===== config.mk =====
export PLATFORM = sky130hd
export DESIGN_NAME = circular_double_ended_queue_top_flat
export DESIGN_NICKNAME = d
export VERILOG_FILES = /design/src/rtl/cdeq_pkg.sv /design/src/rtl/cdeq_if.sv /design/src/rtl/cdeq_cell.sv /design/src/rtl/circular_double_ended_queue_top.sv /design/src/flat_wrapper.sv
export SDC_FILE = /design/constraint.sdc
export NUM_CORES = 1
export LEC_CHECK = 0
export ABC_AREA = 0
export BUFFER_PORTS_ARGS = -buffer_cell sky130_fd_sc_hd__buf_4
export CORE_ASPECT_RATIO = 1.75
export CORE_MARGIN = 3
export CORE_UTILIZATION = 55
export CTS_BUF_LIST = sky130_fd_sc_hd__clkbuf_4 sky130_fd_sc_hd__clkbuf_8 sky130_fd_sc_hd__clkbuf_16
export DETAILED_ROUTE_END_ITERATION = 6
export PLACE_DENSITY = 0.78
export SYNTH_ARGS = -nofsm -noshare
export SYNTH_HDL_FRONTEND = slang
export SYNTH_HIERARCHICAL = 1
export SYNTH_SLANG_ARGS = --single-unit
export TNS_END_PERCENT = 10

===== constraint.sdc =====
create_clock -name i_clk -period 15.1 [get_ports i_clk]
set_clock_uncertainty 0.05 [all_clocks]
set_input_delay 1.51 -clock i_clk [delete_from_list [all_inputs] [get_ports i_clk]]
set_output_delay 1.51 -clock i_clk [all_outputs]
set_load 0.02 [all_outputs]

===== src/rtl/cdeq_pkg.sv =====
package cdeq_pkg;

    localparam int DEPTH  = 16;
    localparam int DATA_W = 32;
    localparam int CNT_W  = $clog2(DEPTH + 1);

    typedef enum logic [1:0] {
        OP_PUSH_FRONT = 2'd0,
        OP_PUSH_BACK  = 2'd1,
        OP_POP_FRONT  = 2'd2,
        OP_POP_BACK   = 2'd3
    } t_op;

    typedef enum logic [1:0] {
        ST_DONE  = 2'd0,
        ST_FULL  = 2'd1,
        ST_EMPTY = 2'd2
    } t_status;

    // shift command broadcast to every cell; at most one bit is set
    typedef struct packed {
        logic add_front;
        logic add_back;
        logic take_front;
        logic take_back;
    } t_cell_ctrl;

endpackage


===== src/rtl/cdeq_if.sv =====
interface cdeq_op_if import cdeq_pkg::*; ();
    logic              valid;
    logic              ready;
    logic [1:0]        operation;
    logic [DATA_W-1:0] value;

    modport source (output valid, output operation, output value, input ready);
    modport sink   (input valid, input operation, input value, output ready);
endinterface

interface cdeq_res_if import cdeq_pkg::*; ();
    logic              valid;
    logic              ready;
    logic [DATA_W-1:0] front_value;
    logic [DATA_W-1:0] back_value;
    logic [CNT_W-1:0]  entry_count;
    logic [1:0]        status;

    modport source (output valid, output front_value, output back_value,
                    output entry_count, output status, input ready);
    modport sink   (input valid, input front_value, input back_value,
                    input entry_count, input status, output ready);
endinterface


===== src/rtl/cdeq_cell.sv =====
module cdeq_cell import cdeq_pkg::*; (
    input  logic              i_clk,
    input  logic              i_rst_n,
    input  t_cell_ctrl        i_ctrl,
    input  logic [DATA_W-1:0] i_value,
    input  logic [DATA_W-1:0] i_left_data,
    input  logic              i_left_valid,
    input  logic [DATA_W-1:0] i_right_data,
    input  logic              i_right_valid,
    output logic [DATA_W-1:0] o_data,
    output logic              o_valid,
    output logic [DATA_W-1:0] o_back_data
);

    logic [DATA_W-1:0] r_data;
    logic [DATA_W-1:0] n_data;
    logic              r_valid;
    logic              n_valid;

    always_comb begin
        n_data  = r_data;
        n_valid = r_valid;
        priority if (i_ctrl.add_front) begin
            n_data  = i_left_data;
            n_valid = i_left_valid;
        end else if (i_ctrl.add_back) begin
            // first empty cell takes the value
            if (!r_valid && i_left_valid) begin
                n_data  = i_value;
                n_valid = 1'b1;
            end
        end else if (i_ctrl.take_front) begin
            n_data  = i_right_data;
            n_valid = i_right_valid;
        end else if (i_ctrl.take_back) begin
            if (r_valid && !i_right_valid) begin
                n_valid = 1'b0;
            end
        end else begin
            // idle cycle: hold contents
            n_data  = r_data;
            n_valid = r_valid;
        end
    end

    always_ff @(posedge i_clk) begin
        r_data <= n_data;
    end

    always_ff @(posedge i_clk) begin
        if (!i_rst_n) begin
            r_valid <= 1'b0;
        end else begin
            r_valid <= n_valid;
        end
    end

    assign o_data      = r_data;
    assign o_valid     = r_valid;
    // last occupied cell drives the back value
    assign o_back_data = r_data & {DATA_W{r_valid && !i_right_valid}};

endmodule


===== src/rtl/circular_double_ended_queue_top.sv =====
// double-ended queue built as a row of shifting cells
//
// i_op  : operation transfers (operation, value); 0 push front, 1 push back,
//         2 pop front, 3 pop back
// o_res : one result transfer per operation: front and back entries, entry
//         count and status (0 done, 1 push rejected when full, 2 pop on empty)
//
// cell 0 always holds the front entry; valid bits form a thermometer, so the
// back entry is the last valid cell and is found locally by each cell
// result path: the cell row, count and r_pending register at the operation transfer
// edge; the result register then loads from the updated cells while r_pending is set
// issue: ready stays low in the cycle after a transfer while the result register
// loads, so the block does not take a new operation while the last result is loading
// reset: all cells invalid, count zero, no result pending
// a stalled receiver holds the result register; no new operation is taken
// until the pending result has been transferred (or is taken the same cycle)
module circular_double_ended_queue_top import cdeq_pkg::*; (
    input  logic  i_clk,
    input  logic  i_rst_n,
    cdeq_op_if.sink    i_op,
    cdeq_res_if.source o_res
);

    t_op               op;
    t_cell_ctrl        ctrl;
    t_status           status;
    logic              accept;
    logic              full;
    logic              empty;

    logic [CNT_W-1:0]  r_count;
    logic [CNT_W-1:0]  n_count;
    logic              r_pending;
    t_status           r_status;

    logic              r_out_valid;
    logic [DATA_W-1:0] r_front;
    logic [DATA_W-1:0] r_back;
    logic [CNT_W-1:0]  r_cnt_out;
    t_status           r_stat_out;

    // neighbor links of the cell row
    logic [DATA_W-1:0] cell_data  [DEPTH];
    logic              cell_valid [DEPTH];
    logic [DATA_W-1:0] cell_back  [DEPTH];
    logic [DATA_W-1:0] back_or;

    assign i_op.ready = !r_pending && (!r_out_valid || o_res.ready);
    assign accept     = i_op.valid && i_op.ready;
    assign op         = t_op'(i_op.operation);
    assign full       = (r_count == CNT_W'(DEPTH));
    assign empty      = (r_count == '0);

    // decode the operation, reject push on full and pop on empty
    always_comb begin
        ctrl    = '0;
        status  = ST_DONE;
        n_count = r_count;
        unique case (op)
            OP_PUSH_FRONT, OP_PUSH_BACK: begin
                if (full) begin
                    status = ST_FULL;
                end else begin
                    ctrl.add_front = accept && (op == OP_PUSH_FRONT);
                    ctrl.add_back  = accept && (op == OP_PUSH_BACK);
                    n_count        = r_count + CNT_W'(1);
                end
            end
            OP_POP_FRONT, OP_POP_BACK: begin
                if (empty) begin
                    status = ST_EMPTY;
                end else begin
                    ctrl.take_front = accept && (op == OP_POP_FRONT);
                    ctrl.take_back  = accept && (op == OP_POP_BACK);
                    n_count         = r_count - CNT_W'(1);
                end
            end
            default: begin
                status = ST_DONE;
            end
        endcase
    end

    genvar gi;
    generate
        for (gi = 0; gi < DEPTH; gi++) begin : g_cell
            logic [DATA_W-1:0] left_data;
            logic              left_valid;
            logic [DATA_W-1:0] right_data;
            logic              right_valid;

            // cell 0 sees the pushed value as its left neighbor
            if (gi == 0) begin : g_head
                assign left_data  = i_op.value;
                assign left_valid = 1'b1;
            end else begin : g_mid
                assign left_data  = cell_data[gi-1];
                assign left_valid = cell_valid[gi-1];
            end

            if (gi == DEPTH - 1) begin : g_tail
                assign right_data  = '0;
                assign right_valid = 1'b0;
            end else begin : g_body
                assign right_data  = cell_data[gi+1];
                assign right_valid = cell_valid[gi+1];
            end

            cdeq_cell u_cell (
                .i_clk         (i_clk),
                .i_rst_n       (i_rst_n),
                .i_ctrl        (ctrl),
                .i_value       (i_op.value),
                .i_left_data   (left_data),
                .i_left_valid  (left_valid),
                .i_right_data  (right_data),
                .i_right_valid (right_valid),
                .o_data        (cell_data[gi]),
                .o_valid       (cell_valid[gi]),
                .o_back_data   (cell_back[gi])
            );
        end
    endgenerate

    // only the last valid cell contributes, so an or gives the back entry
    always_comb begin
        back_or = '0;
        for (int k = 0; k < DEPTH; k++) begin
            back_or = back_or | cell_back[k];
        end
    end

    // control state
    always_ff @(posedge i_clk) begin
        if (!i_rst_n) begin
            r_count     <= '0;
            r_pending   <= 1'b0;
            r_out_valid <= 1'b0;
        end else begin
            r_pending <= accept;
            if (accept) begin
                r_count <= n_count;
            end
            if (r_pending) begin
                r_out_valid <= 1'b1;
            end else if (o_res.ready) begin
                r_out_valid <= 1'b0;
            end
        end
    end

    // payload registers
    always_ff @(posedge i_clk) begin
        if (accept) begin
            r_status <= status;
        end
        if (r_pending) begin
            r_front    <= cell_valid[0] ? cell_data[0] : '0;
            r_back     <= back_or;
            r_cnt_out  <= r_count;
            r_stat_out <= r_status;
        end
    end

    assign o_res.valid       = r_out_valid;
    assign o_res.front_value = r_front;
    assign o_res.back_value  = r_back;
    assign o_res.entry_count = r_cnt_out;
    assign o_res.status      = r_stat_out;

endmodule


===== src/flat_wrapper.sv =====
// flat-port wrapper written by rule: the top's interface ports become plain ports
module circular_double_ended_queue_top_flat import cdeq_pkg::*;
  (i_clk, i_rst_n, i_op_valid, i_op_operation, i_op_value, i_op_ready, o_res_valid, o_res_front_value, o_res_back_value, o_res_entry_count, o_res_status, o_res_ready);
  cdeq_op_if i_op_i ();
  cdeq_res_if o_res_i ();
  input  logic i_clk;
  input  logic i_rst_n;
  input wire logic [$bits(i_op_i.valid)-1:0] i_op_valid;
  input wire logic [$bits(i_op_i.operation)-1:0] i_op_operation;
  input wire logic [$bits(i_op_i.value)-1:0] i_op_value;
  output wire logic [$bits(i_op_i.ready)-1:0] i_op_ready;
  output wire logic [$bits(o_res_i.valid)-1:0] o_res_valid;
  output wire logic [$bits(o_res_i.front_value)-1:0] o_res_front_value;
  output wire logic [$bits(o_res_i.back_value)-1:0] o_res_back_value;
  output wire logic [$bits(o_res_i.entry_count)-1:0] o_res_entry_count;
  output wire logic [$bits(o_res_i.status)-1:0] o_res_status;
  input wire logic [$bits(o_res_i.ready)-1:0] o_res_ready;
  assign i_op_i.valid = i_op_valid;
  assign i_op_i.operation = i_op_operation;
  assign i_op_i.value = i_op_value;
  assign i_op_ready = i_op_i.ready;
  assign o_res_valid = o_res_i.valid;
  assign o_res_front_value = o_res_i.front_value;
  assign o_res_back_value = o_res_i.back_value;
  assign o_res_entry_count = o_res_i.entry_count;
  assign o_res_status = o_res_i.status;
  assign o_res_i.ready = o_res_ready;
  circular_double_ended_queue_top u_core (.i_clk(i_clk), .i_rst_n(i_rst_n), .i_op(i_op_i), .o_res(o_res_i));
endmodule

# Yosys cells after proc, flatten, opt, wreduce, memory -nomap -nowiden
# Cells that the tools add are included.
word_totals:
  ff_bits: 608
  output_inout_bits: 73
  word_cells: 359
classes:
  n_addsub: 2
  n_eq_ne: 22
  mux: 170
  bitwise: 31
  reduce_logical: 94
op_table:
  columns: ["cell", "n"]
  rows:
  - ["$mux W32", 64]
  - ["$and A32 B32 Y32", 16]
  - ["$or A32 B32 Y32", 15]
  - ["$mux W1", 97]
  - ["$reduce_bool A4 Y1", 16]
  - ["$ne A3 B2 Y1 const B", 16]
  - ["$reduce_and A3 Y1", 15]
  - ["$reduce_and A2 Y1", 18]
  - ["$logic_and A1 B1 Y1", 21]
  - ["$logic_not A1 Y1", 17]
  - ["$mux W2", 5]
  - ["$mux W5", 2]
  - ["$pmux W5 S2", 1]
  - ["$add A5 B1 Y5 const B", 1]
  - ["$eq A5 B5 Y1 const B", 1]
  - ["$logic_not A5 Y1", 1]
  - ["$sub A5 B1 Y5 const B", 1]
  - ["$eq A2 B2 Y1 const B", 2]
  - ["$ne A2 B2 Y1 const B", 2]
  - ["$pmux W2 S2", 1]
  - ["$reduce_or A2 Y1", 2]
  - ["$reduce_bool A3 Y1", 1]
  - ["$eq A2 B1 Y1 const B", 1]
  - ["$logic_not A2 Y1", 1]
  - ["2 further kinds", 2]

# Logic depth before layout (Yosys ltp)
depth:
  depth_word: 18
  depth_mapped: 9
  ltp_nobuf: 8

# Cells and area by module
# The synthesis kept the hierarchy.
modules_own_cells:
  columns: ["mod", "instances", "cells_per_inst", "area_per_inst_um2", "seq_area_each_um2"]
  rows:
  - ["cdeq_cell", 16, 184, 1955.6, 980.9]
  - ["circular_double_ended_queue_top", 1, 330, 3938.8, 2332.2]

# Worst setup path before layout
# OpenSTA, ideal clock, no wires.
synth_timing:
  path_kind: "input -> register"
  startpoint: "input o_res_ready"
  endpoint: "register u_core.g_cell[0].u_cell.r_data[0] (enable)"
  setup_time_ns: 0.403
  arrival_ns: 6.489
  setup_slack_ns: 8.158
  cell_stages: 7
  cell_sequence: "and2b_2 nor2_1 nand2_1 nor3b_1 buf_4 inv_1 o221ai_2"
synth_rtl:
  columns: ["element", "line", "text"]
  rows:
  - ["start: declaration", "flat_wrapper.sv:17", "input wire logic [$bits(o_res_i.ready)-1:0] o_res_ready;"]
  - ["end signal: assignment", "cdeq_cell.sv:47", "r_data <= n_data;"]
  - ["end: declaration", "cdeq_cell.sv:15", "logic [DATA_W-1:0] r_data;"]

==> run metrics <==
residual antenna-violating net count after detailed routing=0; area leader, netlist=edfxtp_1; Critical Setup Path Class=input pin to flop; final routed DRC violation total=0; cell-internal power=3.26 mW; fraction of power spent switching nets=0.289; postcts setup bufs=0; H-tree depth reported by CTS=2; Design Power=4.58 mW; Reg area=18,000 sq um; Ys Warns=6; starting utilization of the core area=0.556; overall global routing resource usage=0.295; setup repair after global routing missed its margin=false; part of the total power dissipated in sequential elements=0.477; core outline area=between 60,000 and 70,000 sq um; IO Count=between 100 and 150; first-pass GRT wire length=about 150 mm; relative contribution of combinational cells to total power=0.177; weighted congestion at the end of routability-driven global placement=0.822; most instantiated cells after synthesis=edfxtp_1 (585), and2_1 (544), nand2_1 (519), mux2i_1 (515), o21ai_1 (480); Clock transition at path regs=around 0.070 ns; CTS tree=built; Period minus WS final=approximately 5.7 ns; Max transition margin=0.230; switching power of the nets=1.32 mW; area growth from synthesis to layout=8.10%; vias in the first global route=roughly 25,000; Clock Power Share=0.346; largest vdd supply drop=slightly below 0.1 mV; count of routing violations after the opening detailed-route iteration=3,110; Gates resized, CTS repair=0; highest clock rate=around 0.18 GHz; sequential area share after synthesis=0.512; combined area of the multi-input logic cells=15,700 sq um; actual slew at the worst max-slew pin=around 1.2 ns; number of fillers in the final layout=between 5,000 and 6,000; DRT Wirelength=around 100 mm; type of the most critical hold path=flop to flop; height of the die=341 microns; clock latency of the later-clocked register in the worst-skew pair=approximately 0.63 ns; CP Capture Type=flop; startpoint kind of the worst setup timing path=input pin; Root Driver=clkbuf_16; Avg Inst Size Synth=about 11 sq um; arrival time worst endpoint=between 5 and 6 ns; number of hold violations in the final report=0; NumNets Final=around 3,300; maximum buffer depth of the clock tree=3; number of antenna violations at the first check in global routing=7; critical path peak fanout=238; fraction of layout instances using a drive strength above 1=0.0925; cell area after synthesis=between 30,000 and 40,000 sq um; number of sinks driven by the clock tree=about 610; total die area=roughly 67,000 sq um; total congestion overflow after global routing=0; fraction of registers with async set/reset=0; synthesized instance count=approximately 3,300; detailed-router iteration count before antenna repair=6; outcome=complete, no violations; top-count cell post-synth=edfxtp_1; via count=25,800; number of unique standard cell types used by synthesis=slightly above 40; cts bufs inserted=56; count of final max-slew check failures=0; FF+latch count, synth=between 600 and 700; cell leakage power=12.4 nW; power per standard cell area=120 nW/um^2; commonest register cell after synthesis=edfxtp_1; I/O Buffers=110; total negative slack=0 ns; # Max-Cap Violations=0; Setup violations, final=0; largest net degree at the start of global routing=239; number of hold buffers added after cts=0; synth top area cells=edfxtp_1 (50%), mux2i_1 (15%), and2_1 (9.7%); detailed placer's ending HPWL=a little under 60 mm; drt via density=6.21; Avg WL per Cell=~24 microns; fraction of the cycle the final worst path needs=0.378; Data required, critical path=between 15 and 20 ns; width of the die=around 200 microns; row count=122; number of synthesized flops with an enable pin=585; area fraction of the dominant cell type after synthesis=0.499
==> layer usage <==
layer | vias up | track usage | share of wire
met5 | - | 0 | 0.00035
met3 | 311 | 0.0403 | 0.074
li1 | 11800 | - | -
met2 | 1220 | 0.494 | 0.50
met4 | 4 | 0.178 | 0.068
met1 | 12500 | 0.363 | 0.36
==> cells by family after synthesis <==
kind of cell | Yosys count | synth area share
AND/OR/NAND/NOR | 1307 | 0.197
flip-flops | 608 | 0.512
AO/OA/AOI/OAI | 570 | 0.0892
multiplexers | 515 | 0.146
buffers and inverters | 264 | 0.0523
adder cells (fa/ha/maj) | 4 | 0.00163
XOR/XNOR | 4 | 0.00121
other | 2 | 0.000213
==> power by group through the flow <==
| stage | logic [mW] | registers (mW) | clock network (mW) |
|---|---|---|---|
| finish | 0.813 | 2.18 | 1.59 |
| global route | 0.865 | 2.20 | 1.66 |
| CTS | 0.803 | 2.18 | 1.61 |
| detailed placement | 0.798 | 2.22 | 0 |
| global placement | 0.784 | 2.22 | 0 |
| floorplan | 0.498 | 2.19 | 0 |
==> flip-flops by register name (all words and copies together), names as in the netlist <==
signal,cells
u_core/g_cell.u_cell/o_data,512
u_core/o_res.back_value,32
u_core/o_res.front_value,32
u_core/g_cell.u_cell/o_valid,16
u_core/o_res.entry_count,5
u_core/r_count,5
u_core/o_res.status,2
u_core/r_status,2
u_core/o_res.valid,1
u_core/r_pending,1
==> worst max-delay path, stage by stage <==
cell     delay [ns]
buf_4          0.07
and2b_2        0.24
nor2_1         0.18
nand2_1        0.18
nor3b_2        0.26
buf_12         0.57
buf_4          0.76
buf_4          0.90
buf_4          0.87
o21ai_0        0.25
==> layout by cell type, fill, tap and decap left out, types with 3 or more instances in the layout <==
master      Yosys  final
conb_1          2     36
clkinv_1        0     10
and2b_2         1     17
nand2_1       519    519
clkinvlp_4      0      3
ha_1            3      3
nand4_1        32     32
and2_1        544    544
clkbuf_4        0      9
edfxtp_1      585    585
dfxtp_1        23     22
inv_1          34     34
a21oi_1         3      3
clkbuf_16       0     57
bufinv_16       0     12
nor2_1          8      8
inv_6           0      3
clkinv_2        0      9
nand2_4        16     16
buf_4          17    153
o21ai_0        49     49
diode_2         0      5
o221ai_4        0     16
nor4_1        129    129
nand2b_1       17     17
nor3_1         18     17
o21ai_1       480    480
o2111a_1       17     17
clkinv_4        0      3
mux2i_1       515    515
==> cell type report <==
class | instances | share of cell area
Multi-Input combinational cell | 2436 | 0.412
Inverter | 34 | 0.00335
Antenna cell | 5 | 0.000329
Clock buffer | 66 | 0.0392
Sequential cell | 608 | 0.473
Timing Repair Buffer | 155 | 0.0312
Clock inverter | 40 | 0.0136
Tap cell | 806 | 0.0265
==> final timing paths <==
path	from	end	slack, ns	cells past startpoint
worst max register to register	u_core/r_pending	u_core/g_cell[8].u_cell/o_data[30]	9.76	8
worst max-delay path	o_res_ready	u_core/g_cell[8].u_cell/o_data[30]	9.40	10
worst min-delay path	u_core/r_status[1]	u_core/o_res.status[1]	0.40	0
worst min register to register	u_core/r_status[1]	u_core/o_res.status[1]	0.40	0
==> metrics by stage <==
stage | cells | setup slack (ns) | hold WS [ns] | area (sq um) | util
2_1_floorplan | 3308 | 8.16 | 0.350 | 35400 | -
3_3_place_gp | 4039 | 8.88 | 0.380 | 36100 | 0.569
3_5_place_dp | 4039 | 8.76 | 0.373 | 36100 | 0.569
4_1_cts | 4145 | 9.38 | 0.403 | 38100 | 0.601
5_1_grt | 4147 | 8.92 | 0.403 | 38100 | 0.601
6_report | 4150 | 9.40 | 0.396 | 38100 | 0.601
No activity file was read; power rests on OpenSTA's default activity.
